**src/avoc_pkg.sv**
```systemverilog
// Package for the adaptive voltage and oscillator trim controller.
// Holds shared constants, register indexes and the front-to-back queue entry type.
// No dependencies.
`default_nettype none
package avoc_pkg;
  localparam int BUCKETS_DEF = 64;
  localparam logic [7:0] EMPTY_VOLT = 8'd255;
  localparam logic [15:0] RESET_PERIOD = 16'd55050;
  localparam logic [7:0] RESET_TEMP = 8'd51;
  localparam logic [7:0] AFTER_RESET = 8'd2;
  localparam logic [6:0] TEMP_INVALID = 7'd101;

  localparam logic [2:0] REG_GOOD_CHK = 3'd0;
  localparam logic [2:0] REG_ADAPT = 3'd1;
  localparam logic [2:0] REG_MARGIN = 3'd2;
  localparam logic [2:0] REG_FLOOR = 3'd3;
  localparam logic [2:0] REG_CEIL = 3'd4;
  localparam logic [2:0] REG_DEADLOCK = 3'd5;
  localparam logic [2:0] REG_STARTUP = 3'd6;

  localparam logic [7:0]  GOOD_CHK_RST = 8'd62;
  localparam logic [3:0]  ADAPT_RST = 4'd10;
  localparam logic [15:0] MARGIN_RST = 16'd100;
  localparam logic [7:0]  FLOOR_RST = 8'd200;
  localparam logic [7:0]  CEIL_RST = 8'd254;
  localparam logic [3:0]  DEADLOCK_RST = 4'd5;
  localparam logic [3:0]  STARTUP_RST = 4'd7;

  typedef struct packed {
    logic       tick;
    logic [7:0] tag;
    logic [7:0] chk;
    logic [6:0] temp;
    logic [7:0] trim;
    logic [7:0] fact;
    logic [7:0] rflag;
    logic [15:0] elapsed;
  } item_t;
endpackage
`default_nettype wire

```
**src/avoc_front.sv**
```systemverilog
// Front part: accepts input transfers and filters repeated frame tags.
// Pushes surviving items into a two-entry queue. Depends on avoc_pkg.
`default_nettype none
module avoc_front (
  input  wire logic           clk,
  input  wire logic           rst_n,
  input  wire logic           in_valid,
  output logic                in_stall,
  input  wire avoc_pkg::item_t in_item,
  input  wire logic           pop,
  output logic                q_valid,
  output avoc_pkg::item_t     q_item
);
  avoc_pkg::item_t q_r [2];
  logic [1:0] cnt_r, cnt_nxt;
  logic       rd_r, wr_r;
  logic [7:0] last_tag_r;
  logic       acc, push, do_pop;

  assign in_stall = (cnt_r == 2'd2);
  assign acc = in_valid && !in_stall;
  assign push = acc && (in_item.tick || in_item.tag != last_tag_r);
  assign q_valid = (cnt_r != 2'd0);
  assign q_item = q_r[rd_r];
  assign do_pop = pop && q_valid;

  always_comb begin
    cnt_nxt = cnt_r + {1'b0, push} - {1'b0, do_pop};
  end

  always_ff @(posedge clk) begin
    if (!rst_n) begin
      cnt_r <= 2'd0;
      rd_r <= 1'b0;
      wr_r <= 1'b0;
      last_tag_r <= 8'd0;
    end else begin
      cnt_r <= cnt_nxt;
      if (push) wr_r <= !wr_r;
      if (do_pop) rd_r <= !rd_r;
      if (acc && !in_item.tick) last_tag_r <= in_item.tag;
    end
    if (push) q_r[wr_r] <= in_item;
  end

  a_cnt: assert property (@(posedge clk) disable iff (!rst_n) cnt_r <= 2'd2)
    else $error("queue count overflow");
  a_pop: assert property (@(posedge clk) disable iff (!rst_n) do_pop |-> cnt_r != 2'd0)
    else $error("pop from empty queue");
  a_full: assert property (@(posedge clk) disable iff (!rst_n)
    (cnt_r == 2'd2 && !do_pop) |=> cnt_r == 2'd2)
    else $error("full queue lost an entry");
endmodule
`default_nettype wire

```
**src/avoc_back.sv**
```systemverilog
// Back part: executes ticks and frames against the control state and bucket memory.
// Each item takes a table read, with the after-reset write, then an update and write-back; one item at a time.
// Depends on avoc_pkg.
`default_nettype none
module avoc_back #(
  parameter int BUCKETS = avoc_pkg::BUCKETS_DEF
) (
  input  wire logic            clk,
  input  wire logic            rst_n,
  input  wire logic            q_valid,
  input  wire avoc_pkg::item_t q_item,
  output logic                 pop,
  input  wire logic [7:0]      good_checksum,
  input  wire logic [3:0]      adapt_interval,
  input  wire logic [15:0]     period_margin,
  input  wire logic [7:0]      voltage_floor,
  input  wire logic [7:0]      voltage_ceiling,
  input  wire logic [3:0]      deadlock_limit,
  output logic                 out_valid,
  input  wire logic            out_stall,
  output logic [7:0]           out_trim_feedback,
  output logic [7:0]           out_voltage_code,
  output logic [15:0]          out_period_report,
  output logic [5:0]           out_debug_bucket,
  output logic                 out_deadlock_reset,
  output logic                 out_temp_invalid
);
  localparam int BW = $clog2(BUCKETS);

  typedef enum logic [2:0] {
    S_CLEAR = 3'b001, S_READ = 3'b010, S_EXEC = 3'b100
  } state_t;

  state_t st_r, st_nxt;
  logic [15:0] mem [BUCKETS];
  logic [BUCKETS-1:0] vld_r;
  logic [15:0] rd_data_r;
  logic        rd_vld_r;
  logic [BW-1:0] raddr;

  logic       phase_r, phase_nxt;
  logic [3:0] sl_r, sl_nxt, ac_r, ac_nxt, oc_r, oc_nxt;
  logic [15:0] refp_r, refp_nxt;
  logic [7:0] vn_r, vn_nxt, tn_r, tn_nxt, tb_r, tb_nxt, tl_r, tl_nxt, td_r, td_nxt;
  logic [7:0] rt_r, rt_nxt, rv_r, rv_nxt, rdbg_r, rdbg_nxt;
  logic [15:0] rp_r, rp_nxt;
  logic       ov_r, ov_nxt, odl_r, odl_nxt, oti_r, oti_nxt;

  logic        we;
  logic [BW-1:0] wa;
  logic [15:0] wd;
  logic [7:0]  tv, tt;
  logic        out_free;

  function automatic logic [BW-1:0] bucket_of(input logic [7:0] t);
    logic [7:0] b;
    b = {1'b0, t[7:1]};
    if (32'(b) >= BUCKETS) bucket_of = BW'(BUCKETS - 1);
    else bucket_of = b[BW-1:0];
  endfunction

  assign out_free = !ov_r || !out_stall;
  assign tv = rd_vld_r ? rd_data_r[15:8] : avoc_pkg::EMPTY_VOLT;
  assign tt = rd_vld_r ? rd_data_r[7:0] : 8'd0;
  assign pop = (st_r == S_EXEC) && out_free;

  always_comb begin
    logic [BW-1:0] b;
    logic [16:0] hi, lo;
    logic [4:0]  n;
    logic [8:0]  v1;
    st_nxt = st_r;
    phase_nxt = phase_r; sl_nxt = sl_r; ac_nxt = ac_r; oc_nxt = oc_r;
    refp_nxt = refp_r; vn_nxt = vn_r; tn_nxt = tn_r; tb_nxt = tb_r;
    tl_nxt = tl_r; td_nxt = td_r; rt_nxt = rt_r; rv_nxt = rv_r; rp_nxt = rp_r;
    rdbg_nxt = rdbg_r;
    ov_nxt = ov_r && out_stall; odl_nxt = odl_r; oti_nxt = oti_r;
    we = 1'b0; wa = '0; wd = '0;
    b = '0; hi = '0; lo = '0; n = '0; v1 = '0;
    unique case (st_r)
      S_CLEAR: st_nxt = S_READ;
      S_READ: begin
        if (q_valid) begin
          st_nxt = S_EXEC;
          if (!q_item.tick && q_item.tag == avoc_pkg::AFTER_RESET) begin
            we = 1'b1; wa = bucket_of(tn_r); wd = {vn_r - 8'd2, tl_r};
          end
        end
      end
      S_EXEC: begin
        if (out_free) begin
          st_nxt = S_READ;
          if (q_item.tick) begin
            oc_nxt = (oc_r == 4'd15) ? oc_r : oc_r + 4'd1;
            if (oc_nxt > deadlock_limit) begin
              vn_nxt = voltage_floor;
              tl_nxt = td_r;
              if (tv != avoc_pkg::EMPTY_VOLT) begin
                we = 1'b1; wa = bucket_of(tn_r); wd = {avoc_pkg::EMPTY_VOLT, td_r};
                rdbg_nxt = 8'(wa);
              end
              oc_nxt = 4'd0;
              ov_nxt = 1'b1; odl_nxt = 1'b1; oti_nxt = 1'b0;
            end
          end else begin
            oc_nxt = 4'd0;
            td_nxt = q_item.fact;
            if (q_item.temp == avoc_pkg::TEMP_INVALID) begin
              if (q_item.tag == avoc_pkg::AFTER_RESET) rdbg_nxt = 8'(bucket_of(tn_r));
              ov_nxt = 1'b1; odl_nxt = 1'b0; oti_nxt = 1'b1;
            end else begin
              tl_nxt = q_item.trim;
              vn_nxt = (q_item.rflag == avoc_pkg::AFTER_RESET) ? vn_r - 8'd2 : vn_r;
              tn_nxt = {1'b0, q_item.temp};
              b = bucket_of(tn_nxt);
              if (q_item.tag == avoc_pkg::AFTER_RESET) rdbg_nxt = 8'(bucket_of(tn_r));
              if (!phase_r) begin
                if (sl_r != 4'd0) begin
                  sl_nxt = sl_r - 4'd1;
                  refp_nxt = q_item.elapsed; rp_nxt = q_item.elapsed;
                end else phase_nxt = 1'b1;
                rt_nxt = tl_nxt;
                n = {1'b0, ac_r} + 5'd1;
                if (q_item.chk != good_checksum) vn_nxt = vn_nxt - 8'd2;
                else if (n > {1'b0, adapt_interval}) begin
                  vn_nxt = vn_nxt + 8'd1; ac_nxt = 4'd0;
                end else ac_nxt = n[3:0];
                rv_nxt = vn_nxt;
                tb_nxt = tn_nxt;
              end else begin
                hi = {1'b0, refp_r} + {1'b0, period_margin};
                lo = {1'b0, refp_r} - {1'b0, period_margin};
                rp_nxt = q_item.elapsed;
                if ({1'b0, q_item.elapsed} > hi) rt_nxt = tl_nxt + 8'd1;
                else if (!lo[16] && {1'b0, q_item.elapsed} < lo) rt_nxt = tl_nxt - 8'd1;
                else rt_nxt = tl_nxt;
                n = {1'b0, ac_r} + 5'd1;
                if (q_item.chk != good_checksum) begin
                  if ({1'b0, vn_nxt} < {1'b0, voltage_floor} + 9'd2) begin
                    vn_nxt = voltage_floor; rt_nxt = q_item.fact;
                    wd = {avoc_pkg::EMPTY_VOLT, tl_nxt};
                  end else begin
                    vn_nxt = vn_nxt - 8'd2;
                    wd = {vn_nxt, tl_nxt};
                  end
                  we = 1'b1; wa = b; rdbg_nxt = 8'(b);
                  tb_nxt = tn_nxt;
                end else if (tv != avoc_pkg::EMPTY_VOLT) begin
                  vn_nxt = tv; rt_nxt = tt; tb_nxt = tn_nxt;
                end else if ({1'b0, tn_nxt} + 9'd2 < {1'b0, tb_r}) begin
                  vn_nxt = voltage_floor; tb_nxt = tn_nxt;
                end else if (n > {1'b0, adapt_interval}) begin
                  v1 = {1'b0, vn_nxt} + 9'd1;
                  ac_nxt = 4'd0;
                  if (v1 >= {1'b0, voltage_ceiling}) begin
                    vn_nxt = voltage_ceiling;
                    we = 1'b1; wa = b; wd = {voltage_ceiling, tl_nxt};
                    rdbg_nxt = 8'(b);
                  end else vn_nxt = v1[7:0];
                end else ac_nxt = n[3:0];
                rv_nxt = vn_nxt;
              end
              ov_nxt = 1'b1; odl_nxt = 1'b0; oti_nxt = 1'b0;
            end
          end
        end
      end
      default: st_nxt = S_READ;
    endcase
  end

  always_comb begin
    if (q_item.tick) raddr = bucket_of(tn_r);
    else raddr = bucket_of({1'b0, q_item.temp});
  end

  always_ff @(posedge clk) begin
    if (!rst_n) begin
      st_r <= S_CLEAR;
      vld_r <= '0;
      phase_r <= 1'b0; sl_r <= avoc_pkg::STARTUP_RST; ac_r <= 4'd0; oc_r <= 4'd0;
      refp_r <= avoc_pkg::RESET_PERIOD; vn_r <= avoc_pkg::FLOOR_RST;
      tn_r <= avoc_pkg::RESET_TEMP; tb_r <= avoc_pkg::RESET_TEMP;
      tl_r <= 8'd0; td_r <= 8'd0; rt_r <= 8'd0; rv_r <= 8'd0; rp_r <= 16'd0;
      rdbg_r <= 8'd0; ov_r <= 1'b0; odl_r <= 1'b0; oti_r <= 1'b0;
      rd_vld_r <= 1'b0;
    end else begin
      st_r <= st_nxt;
      phase_r <= phase_nxt; sl_r <= sl_nxt; ac_r <= ac_nxt; oc_r <= oc_nxt;
      refp_r <= refp_nxt; vn_r <= vn_nxt; tn_r <= tn_nxt; tb_r <= tb_nxt;
      tl_r <= tl_nxt; td_r <= td_nxt; rt_r <= rt_nxt; rv_r <= rv_nxt;
      rp_r <= rp_nxt; rdbg_r <= rdbg_nxt;
      ov_r <= ov_nxt; odl_r <= odl_nxt; oti_r <= oti_nxt;
      if (we) vld_r[wa] <= 1'b1;
      if (st_r == S_READ) rd_vld_r <= vld_r[raddr] || (we && wa == raddr);
    end
    if (we) mem[wa] <= wd;
    if (st_r == S_READ) rd_data_r <= (we && wa == raddr) ? wd : mem[raddr];
  end

  assign out_valid = ov_r;
  assign out_trim_feedback = rt_r;
  assign out_voltage_code = rv_r;
  assign out_period_report = rp_r;
  assign out_debug_bucket = rdbg_r[5:0];
  assign out_deadlock_reset = odl_r;
  assign out_temp_invalid = oti_r;

  a_flags: assert property (@(posedge clk) disable iff (!rst_n)
    out_valid |-> !(out_deadlock_reset && out_temp_invalid))
    else $error("both result flags set");
  a_hold: assert property (@(posedge clk) disable iff (!rst_n)
    (out_valid && out_stall) |=> out_valid && $stable(out_voltage_code))
    else $error("stalled result changed");
  a_pop: assert property (@(posedge clk) disable iff (!rst_n)
    pop |-> q_valid)
    else $error("executed without queued item");
endmodule
`default_nettype wire

```
**src/adaptive_voltage_osccal_controller_unit.sv**
```systemverilog
// Top level of the adaptive voltage and oscillator trim controller.
// Items are processed one at a time: a bucket memory read, then an update and write-back.
// An item is not completed while the result register holds a stalled result.
// A two-entry queue decouples the input from a stalled result register.
// Synchronous active-low reset restores control state; table entries read empty until written.
// Depends on avoc_pkg, avoc_front and avoc_back.
`default_nettype none
module adaptive_voltage_osccal_controller_unit #(
  parameter int BUCKETS = avoc_pkg::BUCKETS_DEF
) (
  input  wire logic        clk,
  input  wire logic        rst_n,
  input  wire logic        in_valid,
  output logic             in_stall,
  input  wire logic        in_kind,
  input  wire logic [7:0]  in_frame_tag,
  input  wire logic [7:0]  in_frame_checksum,
  input  wire logic [6:0]  in_temperature,
  input  wire logic [7:0]  in_trim_in,
  input  wire logic [7:0]  in_factory_trim,
  input  wire logic [7:0]  in_reset_flag,
  input  wire logic [15:0] in_elapsed_count,
  output logic             out_valid,
  input  wire logic        out_stall,
  output logic [7:0]       out_trim_feedback,
  output logic [7:0]       out_voltage_code,
  output logic [15:0]      out_period_report,
  output logic [5:0]       out_debug_bucket,
  output logic             out_deadlock_reset,
  output logic             out_temp_invalid,
  input  wire logic        cfg_psel,
  input  wire logic        cfg_penable,
  input  wire logic        cfg_pwrite,
  input  wire logic [4:0]  cfg_paddr,
  input  wire logic [31:0] cfg_pwdata,
  output logic [31:0]      cfg_prdata,
  output logic             cfg_pready
);
  logic [7:0] gc_r, fl_r, ce_r;
  logic [3:0] ai_r, dl_r, sf_r;
  logic [15:0] mg_r;
  avoc_pkg::item_t in_item, q_item;
  logic q_valid, pop;
  logic [2:0] idx;

  assign cfg_pready = 1'b1;
  assign idx = cfg_paddr[4:2];
  assign in_item = '{tick: in_kind, tag: in_frame_tag, chk: in_frame_checksum,
                     temp: in_temperature, trim: in_trim_in, fact: in_factory_trim,
                     rflag: in_reset_flag, elapsed: in_elapsed_count};

  always_ff @(posedge clk) begin
    if (!rst_n) begin
      gc_r <= avoc_pkg::GOOD_CHK_RST; ai_r <= avoc_pkg::ADAPT_RST;
      mg_r <= avoc_pkg::MARGIN_RST; fl_r <= avoc_pkg::FLOOR_RST;
      ce_r <= avoc_pkg::CEIL_RST; dl_r <= avoc_pkg::DEADLOCK_RST;
      sf_r <= avoc_pkg::STARTUP_RST;
    end else if (cfg_psel && cfg_penable && cfg_pwrite && cfg_paddr[1:0] == 2'd0) begin
      unique case (idx)
        avoc_pkg::REG_GOOD_CHK: gc_r <= cfg_pwdata[7:0];
        avoc_pkg::REG_ADAPT:    ai_r <= cfg_pwdata[3:0];
        avoc_pkg::REG_MARGIN:   mg_r <= cfg_pwdata[15:0];
        avoc_pkg::REG_FLOOR:    fl_r <= cfg_pwdata[7:0];
        avoc_pkg::REG_CEIL:     ce_r <= cfg_pwdata[7:0];
        avoc_pkg::REG_DEADLOCK: dl_r <= cfg_pwdata[3:0];
        avoc_pkg::REG_STARTUP:  sf_r <= cfg_pwdata[3:0];
        default: ;
      endcase
    end
  end

  always_comb begin
    unique case (idx)
      avoc_pkg::REG_GOOD_CHK: cfg_prdata = {24'd0, gc_r};
      avoc_pkg::REG_ADAPT:    cfg_prdata = {28'd0, ai_r};
      avoc_pkg::REG_MARGIN:   cfg_prdata = {16'd0, mg_r};
      avoc_pkg::REG_FLOOR:    cfg_prdata = {24'd0, fl_r};
      avoc_pkg::REG_CEIL:     cfg_prdata = {24'd0, ce_r};
      avoc_pkg::REG_DEADLOCK: cfg_prdata = {28'd0, dl_r};
      avoc_pkg::REG_STARTUP:  cfg_prdata = {28'd0, sf_r};
      default:                cfg_prdata = 32'd0;
    endcase
  end

  avoc_front u_front (
    .clk, .rst_n, .in_valid, .in_stall, .in_item, .pop, .q_valid, .q_item
  );

  avoc_back #(.BUCKETS(BUCKETS)) u_back (
    .clk, .rst_n, .q_valid, .q_item, .pop,
    .good_checksum(gc_r), .adapt_interval(ai_r), .period_margin(mg_r),
    .voltage_floor(fl_r), .voltage_ceiling(ce_r), .deadlock_limit(dl_r),
    .out_valid, .out_stall, .out_trim_feedback, .out_voltage_code,
    .out_period_report, .out_debug_bucket, .out_deadlock_reset, .out_temp_invalid
  );
endmodule
`default_nettype wire

```
**config.mk**
```make
export PLATFORM = sky130hd
export DESIGN_NAME = adaptive_voltage_osccal_controller_unit
export DESIGN_NICKNAME = d
export VERILOG_FILES = /design/src/avoc_pkg.sv /design/src/avoc_front.sv /design/src/avoc_back.sv /design/src/adaptive_voltage_osccal_controller_unit.sv
export SDC_FILE = /design/constraint.sdc
export NUM_CORES = 2
export LEC_CHECK = 0
export BUFFER_PORTS_ARGS = -buffer_cell sky130_fd_sc_hd__buf_2
export CAP_MARGIN = 20
export CORE_AREA = 2 2 393 395
export DETAILED_ROUTE_END_ITERATION = 8
export DIE_AREA = 0 0 395 397
export PLACE_DENSITY = 0.56
export SYNTH_ARGS = -nofsm -noshare
export SYNTH_HDL_FRONTEND = slang
export SYNTH_SLANG_ARGS = --single-unit
```
**constraint.sdc**
```tcl
create_clock -name clk -period 12.4 [get_ports clk]
set_input_delay 0.62 -clock clk [delete_from_list [all_inputs] [get_ports clk]]
set_output_delay 0.62 -clock clk [all_outputs]
set_load 0.05 [all_outputs]
```
### After elaboration in Yosys (flattened, before gate mapping)

Memory sizes are Yosys's and may differ from the RTL's. A register that Yosys moved wholly into a read port is not among the register bits.
Cells that the tools add are included.

* bits of input ports: 108
* bits in writable memories: 1152
* output and inout bits: 75
* word-level logic and storage cells: 256
* memories: 2
* register bits: 243

Memory list
* u_back.mem: depth 64, bits a word 16, rd ports 1, clocked after memory_dff 1, wr ports 1, RTL line avoc_back.sv:35 `logic [15:0] mem [BUCKETS];`
* u_front.q_r: depth 2, bits a word 64, rd ports 1, clocked after memory_dff 1, wr ports 1, RTL line avoc_front.sv:14 `avoc_pkg::item_t q_r [2];`

* muxes and demuxes: 120
* reduce and logical (&&, ||, !) cells: 47
* $add $sub $neg: 15
* bitwise operators: 5
* magnitude comparators: 11
* eq/ne operators: 25

Operators with widths (number)
* 8-bit 2-to-1 mux: 39
* 16-bit 2-to-1 mux: 16
* 16-bit case mux with 7 select lines: 1
* 6-bit 2-to-1 mux: 15
* 64-bit OR: 1
* 4-bit 2-to-1 mux: 9
* 1-bit 2-to-1 mux: 32
* 16-bit case mux with 2 select lines: 1
* 2-bit AND reduction: 9
* 16-bit by 16-bit adder with 17-bit output: 1
* 16-bit by 17-bit greater-than comparator with 1-bit output: 1
* 16-bit by 17-bit less-than comparator with 1-bit output: 1
* 16-bit by 16-bit subtractor with 17-bit output: 1
* 8-bit by 1-bit adder with 8-bit output, second input constant: 2
* 8-bit by 2-bit equality test with 1-bit output, second input constant: 2
* 8-bit inequality test: 2
* 8-bit by 2-bit subtractor with 8-bit output, second input constant: 2
* 6-bit by 7-bit less-than comparator with 1-bit output, second input constant: 2
* 1-bit logical AND: 13
* 3-bit equality test, second input constant: 4
* 6-bit case mux with 2 select lines: 1
* 4-bit AND reduction: 3
* 2-bit inequality test, second input constant: 5
* 5-bit AND reduction: 2
* 40 further kinds: 58

### Depth between registers and ports, before layout

* depth after elaboration: 19
* depth in mapped cells: 23
* mapped depth without buffers: 23

### Hierarchy

From an unflattened synthesis, not the netlist that was laid out.

* cell total of the unflattened synthesis: 4024
* area total of the unflattened synthesis: 60523.0 sq um

Modules (own cells, without submodules)
* avoc_back: cells an instance 3461, sequential area each 34733.3 sq um, times used 1, area an instance 52526.6 sq um
* avoc_front: cells an instance 266, sequential area each 4103.9 sq um, times used 1, area an instance 5260.0 sq um
* adaptive_voltage_osccal_controller_unit: cells an instance 297, sequential area each 1041.0 sq um, times used 1, area an instance 2736.4 sq um

### Least setup slack after synthesis

Ideal clock, no wire load.

* path type: reg2reg
* start: register with a tool-made name
* end: memory u_back.mem[0][15], data pin
* path slack: 4704 ps
* path buffers: 6
* cell stages (with the launch flop): 17
* setup time: 727 ps
* data arrival time: 6968 ps
* clock period less this slack: 7696 ps
* data required time: 11673 ps
* path through: dfxtp_1 clkbuf_8 clkbuf_1 buf_1 clkbuf_1 clkbuf_1 clkbuf_1 o21a_1 xnor2_1 ha_1 and4_1 a2111o_1 nand2_1 or4_4 nand2_1 nand2_1 o31ai_1

RTL lines (RTL line)
* end, declared: avoc_back.sv:35

==> results.cfg <==
[power]
sequentialPowerShare_pct = 49.3
combPwrFrac_pct = 6.9
p_int_uw = 8030
vdd_drop_max_v = 0.000148
switching_share_pct = 23.0
netSwitchingPower_uw = 2390
p_leak_uw = 0.0244
power.total_uw = 10400
clkPwrFrac_pct = 43.8
powerDensity_mw_per_mm2 = 149

[setup_path]
crit_path_top_delay_cell = nor4_1
r2r_slack_ns = 3.74
crit_fanout = 12
critPathRequiredTime_ns = 12.88
crit_path_end_kind = flip-flop
critPathMaxStageDelay_ns = 0.81
crit_path_cell_trace = nor4_1 -> nand3_1 -> nand2_1 -> xnor2_1 -> ha_1 -> or2b_1 -> a221oi_2 -> nor2_1 -> xnor2_1 -> ha_1 -> o21ai_0 -> o21ai_0 -> a41oi_1 -> a21oi_2 -> nand2_1 -> o21ai_0 -> nand2_1 -> nor2_1 -> buf_4
critPathLaunchType = flip-flop
path_class = flip-flop to flip-flop
critical_path_arrival_ns = 9.14

[min_path]
hold_path_class = primary input to flip-flop

[global_route]
grtUsageTotal_pct = 19.8
antenna_found_initial = 2
grt_pass1_wl_um = 233000
gr-total-overflow = 0
grt_max_degree = 105
first_global_vias = 34900

[sta]
max_freq_mhz = 116
clock_skew_ns = 0.0581
slew_viol_final = 0
maxSlewHeadroom_pct = 23.5
grt_setup_unrepaired = false
setup_viol = 0
worstMarginPinSlew_ns = 1.14
fin_crit_sh_pct = 69.8
hold_viol = 0
tns_ns = 0
min_period_ns = 8.66

[synthesis]
synth-edff-count = 1168
synth_top_area_share_pct = 57.9
synthTopCellsByArea = edfxtp_1, mux4_2, dfxtp_1
postSynth.asyncResetShare_pct = 0
yosys_warnings = 0
ys_seq_area_share_pct = 65.8
ys_types = 102
synth.largest_area_cell = edfxtp_1
synth_seq_cells = 1408
synthesis.area_mm2 = 0.0606
synthFlopType = edfxtp_1
synth_area_per_cell_um2 = 15.2
syn_inst = 3994

[clocking]
cts_buffer_depth = 3
cts_resized = 0
cts_hold_buf = 52
clk_pin_slew_ns = 0.06
clock_latency_ns = 0.80
numCtsBuffers = 152
cts_tree = yes
cts-root-buf = clkbuf_16
ctsHtreeMaxLevel = 4
post_cts_buffers = 0
cts_num_sinks = 1408

[routing]
routed_via_density = 5.52
drtIter0Drc = 3234
first_pass_iters = 8
wl_um = 157000
num_vias = 35400
drc = 0
wire_per_inst_um = 24.5
ant_nets = 0

[floorplan]
die_h_um = 397
rows = 144
num_io_pins = 183
dieArea_mm2 = 0.157
coreArea_mm2 = 0.153
initial_core_util_pct = 39.6
die_w_um = 395

[layout]
drive_gt1_share_pct = 20.0
fillers = 13300
synthToLayoutAreaGrowth_pct = 15.0
final_common_cell = edfxtp_1
nets = 4466
final_cell_mix = edfxtp_1, nand2_1, mux4_2

[placed_design]
place.detailed.hpwl_um = 96100
place_congestion = 0.917
place.port_buffers = 149

[flow_run]
drv_cap = 0

[outcome]
status = complete, no violations
[registers in the layout, indices dropped and copies added (netlist names), 16 cells and up, named ones only]
register and flops:
u_back.mem 1024, u_front.q_r 128, u_back.vld_r 64, mg_r 16, u_back.out_period_report 16, u_back.rd_data_r 16
u_back.refp_r 16
[cell type report]
cell class,count,area [um^2],area share [%]
Sequential cell,1408,39900,57.2
Multi-Input combinational cell,2265,19500,28.0
Clock buffer,199,4060,5.83
Tap cell,2044,2560,3.67
Timing Repair Buffer,330,2290,3.28
Clock inverter,75,1020,1.46
Inverter,94,355,0.510
Antenna cell,1,2.50,0.00359
[power by group through the flow]
stage          logic, uW  clock network [uW]  registers (uW)
2_1_floorplan        483                   0            5230
3_3_place_gp         714                   0            5230
3_5_place_dp         716                   0            5230
4_1_cts              731                4660            5130
5_1_grt              774                4850            5140
6_report             721                4560            5140
[critical path: cells and delay by family, from the launching register on]
kind / cells / cell delay (ns)
buffers and inverters: 1 / 0.32
AO/OA/AOI/OAI: 6 / 2.45
flip-flops: 1 / 0.36
AND/OR/NAND/NOR: 8 / 4.11
adder cells (fa/ha/maj): 2 / 0.66
XOR/XNOR: 2 / 0.41
[through the flow]
step,setup slack (ns),instances,area [um^2],utilization (%),hold WS (ns)
6_report,3.74,6416,69700,45.6,0.0654
5_1_grt,3.22,6415,69700,45.6,0.0261
4_1_cts,3.99,6415,69700,45.6,0.000305
3_5_place_dp,4.05,6089,64100,41.9,0.438
3_3_place_gp,4.12,6089,64100,41.9,0.429
2_1_floorplan,4.70,4009,60600,-,0.420
[final timing paths]
kind,cells after the start,start,endpoint
max,19,u_front.q_r[1][20]$_DFFE_PP_,u_back.mem[15][15]$_DFFE_PP_
min,1,in_trim_in[6],u_front.q_r[0][38]$_DFFE_PP_
max reg2reg,19,u_front.q_r[1][20]$_DFFE_PP_,u_back.mem[15][15]$_DFFE_PP_
min reg2reg,2,u_back.vld_r[57]$_SDFFE_PN0P_,u_back.vld_r[57]$_SDFFE_PN0P_
[cells in the mapped netlist (all sizes together) (26+ instances only)]
| cell type | number |
|---|---|
| edfxtp | 1168 |
| nand2 | 287 |
| mux4 | 272 |
| nor2 | 269 |
| dfxtp | 240 |
| mux2i | 165 |
| o21ai | 153 |
| a211oi | 146 |
| clkbuf | 146 |
| a21oi | 138 |
| ha | 105 |
| buf | 95 |
| inv | 92 |
| xnor2 | 74 |
| nor2b | 68 |
| nand3 | 61 |
| o211ai | 52 |
| nor3 | 44 |
| a31oi | 42 |
| mux2 | 41 |
| a211o | 26 |
[metal layers]
layer	global-route usage, %	part of all wire (%)	up-vias
met2	32.3	48	1054
met4	6.07	2.7	0
met1	27.2	43	18100
met5	0	0	-
li1	-	-	16100
met3	3.41	5.7	224
[cell families (layout without fill, tap and decap cells)]
kind of cell	after synthesis	in the layout	synth area share, %
xor gates and xnor gates	92	92	1.33
AOI/OAI and AO/OA	707	707	7.88
DFF	1408	1408	65.8
buffers and inverters	336	698	2.49
muxes	478	478	13.7
and+or+nand+nor	864	864	6.58
other	2	18	0.0124
adders and majority gates	107	107	2.23
Power figures use the tool's default switching activity.
